**config.mk**
```make
export PLATFORM = sky130hd
export DESIGN_NAME = midpoint_circle_rasterizer_top
export DESIGN_NICKNAME = d
export VERILOG_FILES = /design/src/mcr_pkg.sv /design/src/midpoint_circle_rasterizer_top.sv /design/src/mcr_step.sv
export SDC_FILE = /design/constraint.sdc
export NUM_CORES = 1
export LEC_CHECK = 0
export ABC_AREA = 1
export CORE_ASPECT_RATIO = 0.7
export CORE_MARGIN = 2
export CORE_UTILIZATION = 35
export DETAILED_ROUTE_END_ITERATION = 7
export DONT_BUFFER_PORTS = 1
export GPL_TIMING_DRIVEN = 0
export SETUP_SLACK_MARGIN = 0.2
export SKIP_LAST_GASP = 1
export SLEW_MARGIN = 30
export SYNTH_ARGS = -nofsm -noshare
export SYNTH_HDL_FRONTEND = slang
export SYNTH_SLANG_ARGS = --single-unit
```
**constraint.sdc**
```tcl
create_clock -name clk -period 6.5 [get_ports clk]
set_clock_uncertainty 0.15 [all_clocks]
set_input_delay 0 -clock clk [delete_from_list [all_inputs] [get_ports clk]]
set_output_delay 0 -clock clk [all_outputs]
set_load 0.03 [all_outputs]
```
**src/mcr_pkg.sv**
```systemverilog
// mcr_pkg: shared types and constants of the midpoint circle rasterizer
// no dependencies; used by mcr_step and midpoint_circle_rasterizer_top

package mcr_pkg;

  localparam int RING_W  = 4;   // ring radius and octant offset width
  localparam int COORD_W = 15;  // unsigned centre coordinate width
  localparam int PSIZE_W = 5;   // point_size register width
  localparam int POS_W   = 6;   // signed walk position width
  localparam int STEP_W  = 6;   // dx, dy increment width
  localparam int ERR_W   = 8;   // signed decision term width

  typedef struct packed {
    logic signed [POS_W-1:0] a;
    logic signed [POS_W-1:0] b;
    logic [STEP_W-1:0]       dx;
    logic [STEP_W-1:0]       dy;
    logic signed [ERR_W-1:0] err;
  } step_t;

  // walk state at the start of a ring of radius r: a = r-1, b = 0, err = 1 - 2r
  function automatic step_t ring_init(input logic [RING_W-1:0] r);
    step_t s;
    s.a   = $signed({{(POS_W-RING_W){1'b0}}, r}) - POS_W'(1);
    s.b   = '0;
    s.dx  = STEP_W'(1);
    s.dy  = STEP_W'(1);
    s.err = ERR_W'(1) - $signed({{(ERR_W-RING_W-1){1'b0}}, r, 1'b0});
    return s;
  endfunction

endpackage

```
**src/midpoint_circle_rasterizer_top.sv**
```systemverilog
// midpoint circle rasterizer: one result beat per cycle while busy, receiver cannot stall
// first result is registered once busy is set; then one beat per cycle, no gaps,
// an outline ring of radius r gives about 0.7*r beats, a filled disc the sum over rings 1..r;
// the single step unit (one midpoint iteration per cycle) sets that rate
// busy drops as the last beat is registered, so a new start is taken in the cycle it shows
// synchronous active-high reset clears control state; point_size resets to 6

module midpoint_circle_rasterizer_top #(
  parameter int MAX_RADIUS = 11
) (
  input  logic                           clk,
  input  logic                           rst,
  input  logic                           start,
  output logic                           busy,
  input  logic                           mode,
  input  logic signed [15:0]             center_x,
  input  logic signed [15:0]             center_y,
  input  logic signed [15:0]             radius,
  input  logic                           cfg_valid,
  output logic                           cfg_ready,
  input  logic [mcr_pkg::PSIZE_W-1:0]    cfg_data,
  output logic                           result_valid,
  output logic [mcr_pkg::COORD_W-1:0]    out_center_x,
  output logic [mcr_pkg::COORD_W-1:0]    out_center_y,
  output logic [mcr_pkg::RING_W-1:0]     offset_a,
  output logic [mcr_pkg::RING_W-1:0]     offset_b,
  output logic [mcr_pkg::RING_W-1:0]     ring_radius,
  output logic                           last
);

  localparam logic [mcr_pkg::RING_W-1:0] RMAX = mcr_pkg::RING_W'(MAX_RADIUS);

  logic [mcr_pkg::PSIZE_W-1:0]  point_size;
  logic [mcr_pkg::COORD_W-1:0]  hold_x;
  logic [mcr_pkg::COORD_W-1:0]  hold_y;
  logic [mcr_pkg::RING_W-1:0]   ring;
  logic [mcr_pkg::RING_W-1:0]   target;
  mcr_pkg::step_t               walk;
  mcr_pkg::step_t               walk_next;
  logic                         ring_done;
  logic                         final_ring;

  logic                         take;
  logic                         req_ok;
  logic [14:0]                  rad_raw;
  logic [mcr_pkg::RING_W-1:0]   rad_sat;
  logic [mcr_pkg::RING_W-1:0]   first_ring;
  logic [mcr_pkg::RING_W-1:0]   ring_inc;

  assign cfg_ready = 1'b1;
  assign take      = start && !busy;

  // request decode: zero radius takes half the point size, large radii clamp
  always_comb begin
    if (radius == 16'sd0)
      rad_raw = {{(15-mcr_pkg::PSIZE_W+1){1'b0}}, point_size[mcr_pkg::PSIZE_W-1:1]};
    else
      rad_raw = radius[14:0];
    rad_sat    = (rad_raw > 15'(MAX_RADIUS)) ? RMAX : rad_raw[mcr_pkg::RING_W-1:0];
    req_ok     = !center_x[15] && !center_y[15] && !radius[15] && (rad_sat != '0);
    first_ring = mode ? mcr_pkg::RING_W'(1) : rad_sat;
  end

  mcr_step u_step (
    .cur       (walk),
    .ring      (ring),
    .nxt       (walk_next),
    .ring_done (ring_done)
  );

  assign final_ring = (ring == target);
  assign ring_inc   = ring + mcr_pkg::RING_W'(1);

  always_ff @(posedge clk) begin
    if (rst) begin
      point_size   <= mcr_pkg::PSIZE_W'(6);
      busy         <= 1'b0;
      result_valid <= 1'b0;
      last         <= 1'b0;
    end else begin
      if (cfg_valid && cfg_ready)
        point_size <= cfg_data;
      result_valid <= busy;
      last         <= busy && ring_done && final_ring;
      if (take && req_ok)
        busy <= 1'b1;
      else if (busy && ring_done && final_ring)
        busy <= 1'b0;
    end
  end

  // walk registers and result payload
  always_ff @(posedge clk) begin
    if (take) begin
      hold_x <= center_x[14:0];
      hold_y <= center_y[14:0];
      target <= rad_sat;
      ring   <= first_ring;
      walk   <= mcr_pkg::ring_init(first_ring);
    end else if (busy) begin
      if (ring_done && !final_ring) begin
        ring <= ring_inc;
        walk <= mcr_pkg::ring_init(ring_inc);
      end else begin
        walk <= walk_next;
      end
    end
    if (busy) begin
      out_center_x <= hold_x;
      out_center_y <= hold_y;
      offset_a     <= walk.a[mcr_pkg::RING_W-1:0];
      offset_b     <= walk.b[mcr_pkg::RING_W-1:0];
      ring_radius  <= ring;
    end
  end

endmodule

```
**src/mcr_step.sv**
```systemverilog
// mcr_step: one midpoint circle iteration, the shared update unit
// depends on mcr_pkg (step_t and widths)

module mcr_step (
  input  mcr_pkg::step_t              cur,
  input  logic [mcr_pkg::RING_W-1:0]  ring,
  output mcr_pkg::step_t              nxt,
  output logic                        ring_done
);

  logic signed [mcr_pkg::ERR_W-1:0]  err_mid;
  logic [mcr_pkg::STEP_W-1:0]        dx_new;
  logic signed [mcr_pkg::ERR_W-1:0]  two_r;

  assign two_r = $signed({{(mcr_pkg::ERR_W-mcr_pkg::RING_W-1){1'b0}}, ring, 1'b0});

  always_comb begin
    nxt     = cur;
    err_mid = cur.err;
    dx_new  = cur.dx + mcr_pkg::STEP_W'(2);
    // vertical step while the decision term is not positive
    if (cur.err <= 0) begin
      nxt.b   = cur.b + mcr_pkg::POS_W'(1);
      err_mid = cur.err + $signed({{(mcr_pkg::ERR_W-mcr_pkg::STEP_W){1'b0}}, cur.dy});
      nxt.dy  = cur.dy + mcr_pkg::STEP_W'(2);
    end
    nxt.err = err_mid;
    // then a diagonal correction if it went positive
    if (err_mid > 0) begin
      nxt.a   = cur.a - mcr_pkg::POS_W'(1);
      nxt.dx  = dx_new;
      nxt.err = err_mid + $signed({{(mcr_pkg::ERR_W-mcr_pkg::STEP_W){1'b0}}, dx_new})
                - two_r;
    end
  end

  assign ring_done = (nxt.a < nxt.b);

endmodule

```
### Word-level counts from Yosys, hierarchy flattened

Index checks and enable logic that the tools add are counted.

| cells by class | value |
|---|---|
| mux-type cells | 17 |
| equal/unequal tests | 1 |
| $add $sub $neg | 12 |
| $lt $le $gt $ge | 4 |
| reductions and logical operators | 23 |

Operator list:

| cell | count |
|---|---|
| $mux 32 | 3 |
| $mux 6 | 4 |
| $mux 4 | 5 |
| $add 6x2->6 const B | 3 |
| $add 8x7->8 | 2 |
| $logic_not 16->1 | 1 |
| $mux 8 | 2 |
| $gt 15x4->1 const B | 1 |
| $mux 15 | 1 |
| $sub 1x5->6 const A | 2 |
| $reduce_bool 2->1 | 5 |
| $sub 4x1->5 const B | 2 |
| $gt 8x1->1 const B | 1 |
| $le 8x1->1 const B | 1 |
| $logic_and 1x1->1 | 8 |
| $sub 8x6->8 | 1 |
| $lt 6x6->1 | 1 |
| $reduce_and 2->1 | 3 |
| $sub 6x2->6 const B | 1 |
| $logic_not 1->1 | 5 |
| $add 4x1->4 const B | 1 |
| $eq 4x4->1 | 1 |
| $reduce_bool 4->1 | 1 |
| $mux 1 | 2 |

| storage, ports and cells | value |
|---|---|
| word-level logic and storage cells | 75 |
| bits in registers | 120 |
| input bits | 58 |

### Logic depth before layout (Yosys ltp)

Gate-level depths: netlist of run 1.

| logic depth | value |
|---|---|
| word-level depth | 9 |
| depth in mapped cells | 30 |

### By module

Synthesis of run 1 repeated with hierarchy kept, for this count alone.

| unflattened totals | value |
|---|---|
| cell total of the unflattened synthesis | 548 |
| area, all modules | 5826.8 sq um |

Modules (own cells, without submodules):

| module | sequential area each (sq um) | cells an instance | instances | area an instance (sq um) |
|---|---|---|---|---|
| midpoint_circle_rasterizer_top | 3323.2 | 302 | 1 | 4331.7 |
| mcr_step | 0.0 | 246 | 1 | 1495.2 |

### Worst setup path before layout of run 1

OpenSTA, ideal clock, no wires.

| path | value |
|---|---|
| kind | reg2reg |
| start | register walk[0] (netlist name) |
| end | register walk[7] (netlist name), data pin |
| buffers on the path | 2 |
| required time | 6.088 ns |
| arrival | 4.220 ns |
| setup slack | 1.868 ns |
| stages on the path, launching flop included | 29 |
| library setup time | 0.262 ns |
| cell sequence | edfxtp_1 -> ha_1 -> fa_1 -> nand3_1 -> nand2_1 -> a21oi_1 -> nor2_1 -> o21ai_0 -> xor2_1 -> inv_1 -> ha_1 -> nand3_1 -> nor2_1 -> nand3_2 -> nand2_2 -> clkbuf_1 -> nor4_1 -> xor2_1 -> inv_1 -> ha_1 -> nand2_1 -> nor2_1 -> a211oi_1 -> nand2_2 -> nand2_2 -> nand3_4 -> buf_6 -> o211ai_1 -> nand2_1 |

| on the way | value |
|---|---|
| longest elaborated chain between the ends | 9 |
| elaborated cells on any way between the ends | 14 |

Ends and longest elaborated chain:

| item | line | text |
|---|---|---|
| start, declared | midpoint_circle_rasterizer_top.sv:38 | `mcr_pkg::step_t walk;` |
| start signal, assigned | midpoint_circle_rasterizer_top.sv:99 | `walk <= mcr_pkg::ring_init(first_ring);` |
| start signal, assigned | midpoint_circle_rasterizer_top.sv:103 | `walk <= mcr_pkg::ring_init(ring_inc);` |
| start signal, assigned | midpoint_circle_rasterizer_top.sv:105 | `walk <= walk_next;` |
| branches (longest 6 deep; another with $add 8x7->8) | -- |  |
| $mux 32 (*) | midpoint_circle_rasterizer_top.sv:101 | `if (ring_done && !final_ring) begin` |
| $mux 32 (*) | midpoint_circle_rasterizer_top.sv:100 | `end else if (busy) begin` |
| $mux 32 (*) | midpoint_circle_rasterizer_top.sv:94 | `if (take) begin` |

Mark *: on every way between the ends. The select of a mux whose other input is x is not followed.
A chain may end at the register's enable or synchronous reset.

### Final worst setup path of run 1

| path | value |
|---|---|
| start | register walk[0] (netlist name) |
| end | register walk[26] (netlist name), data pin |

| on the way | value |
|---|---|
| longest elaborated chain between the ends | 9 |
| elaborated cells on any way between the ends | 11 |

Ends and longest elaborated chain:

| item | line | text |
|---|---|---|
| $add 8x7->8 or $le 8x1->1 (tied branches) | mcr_step.sv:24, mcr_step.sv:22 |  |
| $mux 8 | mcr_step.sv:22 | `if (cur.err <= 0) begin` |
| $gt 8x1->1 | mcr_step.sv:29 | `if (err_mid > 0) begin` |
| $mux 6 | mcr_step.sv:29 |  |
| $lt 6x6->1 | mcr_step.sv:37 | `assign ring_done = (nxt.a < nxt.b);` |
| $logic_and 1x1->1 | midpoint_circle_rasterizer_top.sv:101 |  |
| $mux 32 (*) | midpoint_circle_rasterizer_top.sv:101 |  |
| $mux 32 (*) | midpoint_circle_rasterizer_top.sv:100 |  |
| $mux 32 (*) | midpoint_circle_rasterizer_top.sv:94 |  |

Mark *: on every way between the ends. The rest lies on a longest branch, timed or not. The select of a mux whose other input is x is not followed.

==> results of run 1 <==
flip-flops by register name (all words and copies together), names as in the netlist:
register      cells
out_center_x     15
hold_x           15
out_center_y     15
offset_a          4
walk             32
offset_b          4
last              1
ring              4
busy              1
point_size        4
hold_y           15
result_valid      1
target            4
ring_radius       4
power by group:
| group | switching, mW | internal (mW) | total [mW] |
|---|---|---|---|
| clock | 0.337 | 0.598 | 0.935 |
| sequential | 0.0337 | 0.861 | 0.895 |
| combinational | 0.199 | 0.129 | 0.328 |
| total | 0.570 | 1.59 | 2.16 |
routing by layer:
metal | vias to the layer above | GRT usage, %
met1 | 1961 | 21.3
li1 | 2010 | -
met4 | 0 | 4.95
met5 | - | 0
met2 | 137 | 23.7
met3 | 13 | 4.93
layout by cell type, fill, tap and decap left out, drive strengths merged, types with 2 or more instances in the layout:
master         n
clkinv        10
inv           65
buf            9
bufinv         3
edfxtp        94
nor3           7
clkinvlp       2
xnor2         11
dlygate4sd3   53
or2            3
nor2          40
o21ai         35
nand4         15
dfxtp         25
nand2        108
fa             5
nand3b         4
ha            26
nor4           3
o211ai         3
a21oi         23
o22ai          4
clkbuf        22
xor2          18
nand3         36
worst max path at each step:
stage	start	to	slack [ns]	cells after the start
6_report	walk[0]$_SDFFCE_PP1P_	walk[26]$_DFFE_PP_	1.06	28
5_1_grt	walk[0]$_SDFFCE_PP1P_	walk[3]$_DFFE_PP_	0.61	28
4_1_cts	walk[0]$_SDFFCE_PP1P_	walk[26]$_DFFE_PP_	1.08	28
3_5_place_dp	walk[0]$_SDFFCE_PP1P_	walk[26]$_DFFE_PP_	1.10	28
3_3_place_gp	walk[0]$_SDFFCE_PP1P_	walk[26]$_DFFE_PP_	1.13	28
2_1_floorplan	walk[0]$_SDFFCE_PP1P_	walk[7]$_DFFE_PP_	1.87	28
area by class of cell:
class,count,area [um2]
plain buffers,12,80.1
clock buffers,18,429
clock inverters,14,159
flip-flops and latches,119,3330
repair buffers,54,551
inverters,66,248
fillers,1520,9010
well taps,225,282
multi-input cells,346,2070
logic make-up after synthesis:
family | count (synthesis)
AOI/OAI and AO/OA | 68
xor gates and xnor gates | 29
adders and majority gates | 31
buffers and inverters | 78
DFF | 119
other | 1
and+or+nand+nor | 217
metrics by stage:
step | cells | hold WS [ns] | area [um2] | setup WS, ns
global placement | 768 | -0.0683 | 6000 | 1.13
finish | 854 | 0.0635 | 7140 | 1.06
CTS | 854 | 0.0421 | 7140 | 1.08
floorplan | 543 | -0.0732 | 5710 | 1.87
detailed placement | 769 | -0.0656 | 6020 | 1.10
global route | 854 | 0.0468 | 7140 | 0.608
repair_timing:
item | CTS | global route
resized for setup | 0 | 0
endpoints found under the hold margin | 55 | 0
hold buffers | 53 | 0
worst reg2reg max path: cells and delay by family, from the launching register on:
| family | cells | cell delay [ns] |
|---|---|---|
| XOR/XNOR | 2 | 0.49 |
| AND/OR/NAND/NOR | 15 | 1.80 |
| AO/OA/AOI/OAI | 4 | 0.78 |
| flip-flops | 1 | 0.43 |
| buffers and inverters | 3 | 0.35 |
| adder cells (fa/ha/maj) | 4 | 1.20 |
==> flow_metrics.env, run 1 <==
export IMPL_path_buf_inv=3
export IMPL_min_delay_path_depth=1
export IMPL_fraction_of_final_layout_cells_with_drive_strength_greater_than_1_pct=10.0
export IMPL_drv_slew=0
export IMPL_holdPathEnd="hold_y[3]$_DFFE_PP_"
export IMPL_topRoutingLayerUsed="met4"
export IMPL_first_pass_iters=5
export IMPL_critical_path_arrival_ns=5.45
export IMPL_synth_seq_area_share_pct=58.2
export IMPL_ys_dominant_reg_cell="edfxtp_1"
export IMPL_fin_crit_sh_pct=83.7
export IMPL_grtUsageTotal_pct=15.6
export IMPL_required_ns=6.51
export IMPL_r2r_setup_slack_ns=1.06
export IMPL_floorplan_die_area_um2=17400
export IMPL_capturing_element_type_of_the_critical_path="register"
export IMPL_muxShareOfSynthArea_pct=0
export IMPL_power_mw=2.16
export IMPL_hold_violations=0
export IMPL_yosys_area_share_xor_xnor_pct=4.44
export IMPL_yosys_top_cells_area="edfxtp_1 (49%), dfxtp_1 (8.8%), nand2_1 (6.6%), ha_1 (5.7%), inv_1 (3.9%)"
export IMPL_power_leakage_nw=2.86
export IMPL_ys_ff_latch=119
export IMPL_maximum_level_of_the_cts_h_tree=4
export IMPL_wl_met1_um=6000
export IMPL_library_cell_used_as_clock_root_buffer="clkbuf_16"
export IMPL_postRouteAntennaNets=0
export IMPL_timing_setup_critical_path_class="reg -> reg"
export IMPL_setup_tns_ns=0
export IMPL_timing_hold_worst_class="in -> reg"
export IMPL_clock_tree_buffer_depth=2
export IMPL_utilization_pct=44.2
export IMPL_detailroute_via_count=4121
export IMPL_synth_top_cell_area_share_pct=49.4
export IMPL_maximum_number_of_pins_on_one_net_before_global_route_repair=44
export IMPL_die_height_um=111
export IMPL_io_pin_count=104
export IMPL_instance_count_of_the_mapped_netlist=543
export IMPL_worst_r2r_cell_count=28
export IMPL_critical_path_max_fanout=10
export IMPL_compound_gate_fraction_of_synth_area_pct=6.44
export IMPL_initial_utilization_pct=35.4
export IMPL_cp_top_family="simple AND/OR/NAND/NOR gates"
export IMPL_synth_adder_area_share_pct=7.44
export IMPL_cts_tree="built"
export IMPL_drc=0
export IMPL_grt_first_pass_wirelength_um=20700
export IMPL_worst_vdd_ir_uv=171
export IMPL_first_global_vias=4065
export IMPL_area_delta_synth_final_pct=25.0
export IMPL_n_diodes=0
export IMPL_die_w_um=157
export IMPL_yosys_area_top_type="edfxtp_1"
export IMPL_design_core_area_um2=16200
export IMPL_synth_top_family_by_area="simple AND/OR/NAND/NOR gates"
export IMPL_dp_hpwl_um=9080
export IMPL_synth_edff_count=94
export IMPL_rows=39
export IMPL_yosys_cell_count_top_type="nand2_1"
export IMPL_critical_path_slowest_cell="edfxtp_1"
export IMPL_yosys_area_share_simple_pct=17.8
export IMPL_met3_length_um=962
export IMPL_max_cap_viol_count=0
export IMPL_cpMostUsedCell="nand3_1"
export IMPL_synth_cell_area_um2=5710
export IMPL_critPathLaunchType="register"
export IMPL_rr_endpoint="walk[26]$_DFFE_PP_"
export IMPL_hold_start="center_y[3]"
export IMPL_detailroute_wirelength_met2_um=5820
export IMPL_postCtsSetupBuffers=0
export IMPL_worst_max_slew_pin_slew_ns=0.768
export IMPL_yosys_warnings=0
export IMPL_clock_sinks=119
export IMPL_ys_async_sr_fraction_pct=0
export IMPL_clk_pin_slew_ns=0.06
export IMPL_initial_antenna_violation_count=0
export IMPL_cts_inserted_buffers=17
export IMPL_detail_route_wirelength_um=12900
export IMPL_portBuffers=0
export IMPL_vias_per_cell=4.83
export IMPL_place_gp_congestion=0.880
export IMPL_report_final_setup_viol=0
export IMPL_synth_common_cells="nand2_1 (101), edfxtp_1 (94), inv_1 (60)"
export IMPL_final_net_count=705
export IMPL_first_iter_violations=288
export IMPL_run_status="completed"
export IMPL_grt_overflow_total=0
export IMPL_timing_final_crit_period_ns=5.44
export IMPL_clk_latency_ns=0.41
export IMPL_fmax_ghz=0.184
export IMPL_wire_length_per_cell_um=15.1
export IMPL_critPathMaxStageDelay_ns=0.43
export IMPL_postSynthAreaPerCell_um2=10.5
export IMPL_worstReg2RegStart="walk[0]$_SDFFCE_PP1P_"
export IMPL_netlist_cell_type_count=39
export IMPL_slew_limit_headroom_pct=48.7
export IMPL_grt_setup_unrepaired="false"
export IMPL_powerDensity_nw_per_um2=302
export IMPL_syn_num_nets=632
Power figures use the tool's default switching activity.
==> run 2, diff against run 1 <==
==> constraint.sdc (replaced) <==
create_clock -name clk -period 5.5 [get_ports clk]
set_clock_uncertainty 0.15 [all_clocks]
set_input_delay 0 -clock clk [delete_from_list [all_inputs] [get_ports clk]]
set_output_delay 0 -clock clk [all_outputs]
set_load 0.03 [all_outputs]
==> run 2 against run 1 <==
Against the previous run: utilization is 0.67 points higher; hold slack better by 0.0017 ns; sequential power is 18% higher; first-iteration DRC count is 7.6% higher; clock power is 18% higher; highest routed layer unchanged.
==> flow_metrics.env, run 2 (same netlist as run 1, synthesis figures left out) <==
export IMPL_floorplan_die_area_um2=17400
export IMPL_library_cell_used_as_clock_root_buffer="clkbuf_16"
export IMPL_dpl_cell_count=769
export IMPL_die_height_um=111
export IMPL_powerDensity_nw_per_um2=355
export IMPL_worst_r2r_cell_count=28
export IMPL_worst_max_slew_pin_slew_ns=0.768
export IMPL_critical_path_arrival_ns=4.96
export IMPL_setup_tns_ns=0
export IMPL_critPathMaxStageDelay_ns=0.42
export IMPL_power_internal_mw=1.89
export IMPL_rr_endpoint="ring[3]$_DFFE_PP_"
export IMPL_p_switching_mw=0.682
export IMPL_required_ns=5.46
export IMPL_initial_utilization_pct=35.4
export IMPL_met2_usage_grt_pct=23.5
export IMPL_power_mw=2.57
export IMPL_most_used_cells_in_the_layout_excluding_fill_and_tap_cells="nand2_1 (100), edfxtp_1 (94), inv_1 (60), dlygate4sd3_1 (53), nor2_1 (37)"
export IMPL_die_w_um=157
export IMPL_utilization_pct=44.9
export IMPL_fillCellCount=1501
export IMPL_clk_pin_slew_ns=0.06
export IMPL_maximum_level_of_the_cts_h_tree=4
export IMPL_critical_path_max_fanout=8
export IMPL_hold_slack_ns=0.0652
export IMPL_power_share_clock_pct=42.9
export IMPL_grt_util_met3_pct=4.96
export IMPL_vias_per_cell=4.79
export IMPL_pre_cts_slack_ns=0.0963
export IMPL_timing_hold_worst_class="in -> reg"
export IMPL_min_delay_path_depth=1
export IMPL_power_frac_comb_pct=15.9
export IMPL_postRouteAntennaNets=0
export IMPL_wire_length_per_cell_um=15.2
export IMPL_grt_first_pass_wirelength_um=20700
export IMPL_postPlaceCellArea_um2=6020
export IMPL_rows=39
export IMPL_grt_overflow_total=0
export IMPL_drc=0
export IMPL_fmax_ghz=0.200
export IMPL_worstReg2RegStart="walk[0]$_SDFFCE_PP1P_"
export IMPL_run_status="completed"
export IMPL_grtUsageTotal_pct=15.7
export IMPL_worst_vdd_ir_uv=200
export IMPL_final_net_count=709
export IMPL_cts_inserted_buffers=17
export IMPL_area_delta_synth_final_pct=26.9
export IMPL_detailroute_via_count=4107
export IMPL_p_sw_share_pct=26.5
export IMPL_r2r_setup_slack_ns=0.51
export IMPL_first_global_vias=4054
export IMPL_dp_hpwl_um=9080
export IMPL_largest_register_ffs=32
export IMPL_critPathLaunchType="register"
export IMPL_detail_route_wirelength_um=13100
export IMPL_timing_setup_critical_path_class="reg -> reg"
export IMPL_top_register="walk"
export IMPL_cts_tree="built"
export IMPL_hold_start="center_y[3]"
export IMPL_slew_limit_headroom_pct=48.8
export IMPL_initial_antenna_violation_count=0
export IMPL_power_leakage_nw=2.90
export IMPL_maximum_number_of_pins_on_one_net_before_global_route_repair=44
export IMPL_finalInstanceArea_um2=7250
export IMPL_globalRoute_busiestLayer="met2"
export IMPL_clock_tree_buffer_depth=2
export IMPL_timing_final_crit_period_ns=4.99
export IMPL_fin_cells=858
export IMPL_layout_commonest_cell="nand2_1"
export IMPL_fraction_of_final_layout_cells_with_drive_strength_greater_than_1_pct=12.6
export IMPL_place_gp_congestion=0.880
export IMPL_grt_setup_unrepaired="false"
export IMPL_drv_slew=0
export IMPL_first_pass_iters=6
export IMPL_max_cap_viol_count=0
export IMPL_clk_latency_ns=0.41
export IMPL_clock_sinks=119
export IMPL_sequentialPowerShare_pct=41.2
export IMPL_first_iter_violations=310
export IMPL_fin_crit_sh_pct=90.8
export IMPL_report_final_setup_viol=0
export IMPL_portBuffers=0
export IMPL_hold_violations=0
export IMPL_capturing_element_type_of_the_critical_path="register"
export IMPL_timing_final_ws_setup_ns=0.505
export IMPL_grtUsageMet1_pct=21.6
export IMPL_io_pin_count=104
export IMPL_critical_path_slowest_cell="edfxtp_1"
export IMPL_holdPathEnd="hold_y[3]$_DFFE_PP_"
export IMPL_n_diodes=0
export IMPL_design_core_area_um2=16200
[run 2: worst max-delay path: cells and delay by family, from the launching register on]
family | cells | cell delay [ns]
XOR/XNOR | 2 | 0.43
AND/OR/NAND/NOR | 16 | 1.71
AO/OA/AOI/OAI | 3 | 0.55
adder cells (fa/ha/maj) | 4 | 1.09
flip-flops | 1 | 0.42
buffers and inverters | 3 | 0.33
[run 2: final cells by class]
class	instances	area, um2	share of cell area [%]
Clock buffer	18	429	5.92
Clock inverter	14	159	2.19
Multi-Input combinational cell	346	2140	29.5
Tap cell	225	282	3.88
Inverter	66	250	3.45
Buffer	11	80.1	1.10
Sequential cell	119	3330	45.9
Timing Repair Buffer	59	588	8.11
[run 2: repair_timing]
item / in CTS / in global routing
pin swaps: 0 / 6
gates cloned: 0 / 0
hold buffers: 53 / 0
gates resized for setup: 2 / 16
hold endpoints to repair: 55 / 0
setup buffers: 0 / 5
endpoints found under the setup margin: 19 / 36
[run 2: metal layers]
metal  up-vias  routed length [um]
met5         -                   0
met4         0                 165
met3        19                 909
met2       136                5810
met1      1936                6180
li1       2016                   -
[run 2: worst max-delay path by stage]
stage	startpoint	to	slack (ns)	cells after the start
floorplan	walk[0]$_SDFFCE_PP1P_	walk[7]$_DFFE_PP_	0.87	28
global placement	walk[0]$_SDFFCE_PP1P_	walk[26]$_DFFE_PP_	0.13	28
detailed placement	walk[0]$_SDFFCE_PP1P_	walk[26]$_DFFE_PP_	0.1	28
CTS	walk[0]$_SDFFCE_PP1P_	walk[26]$_DFFE_PP_	0.24	28
global route	walk[0]$_SDFFCE_PP1P_	walk[12]$_SDFFE_PP0P_	0.18	30
finish	walk[0]$_SDFFCE_PP1P_	ring[3]$_DFFE_PP_	0.51	28
[run 2: power by group through the flow]
stage / logic [mW] / registers [mW] / clock network [mW]
3_3_place_gp: 0.341 / 1.08 / 0
5_1_grt: 0.457 / 1.06 / 1.17
3_5_place_dp: 0.354 / 1.08 / 0
4_1_cts: 0.388 / 1.06 / 1.13
6_report: 0.409 / 1.06 / 1.10
2_1_floorplan: 0.272 / 1.07 / 0
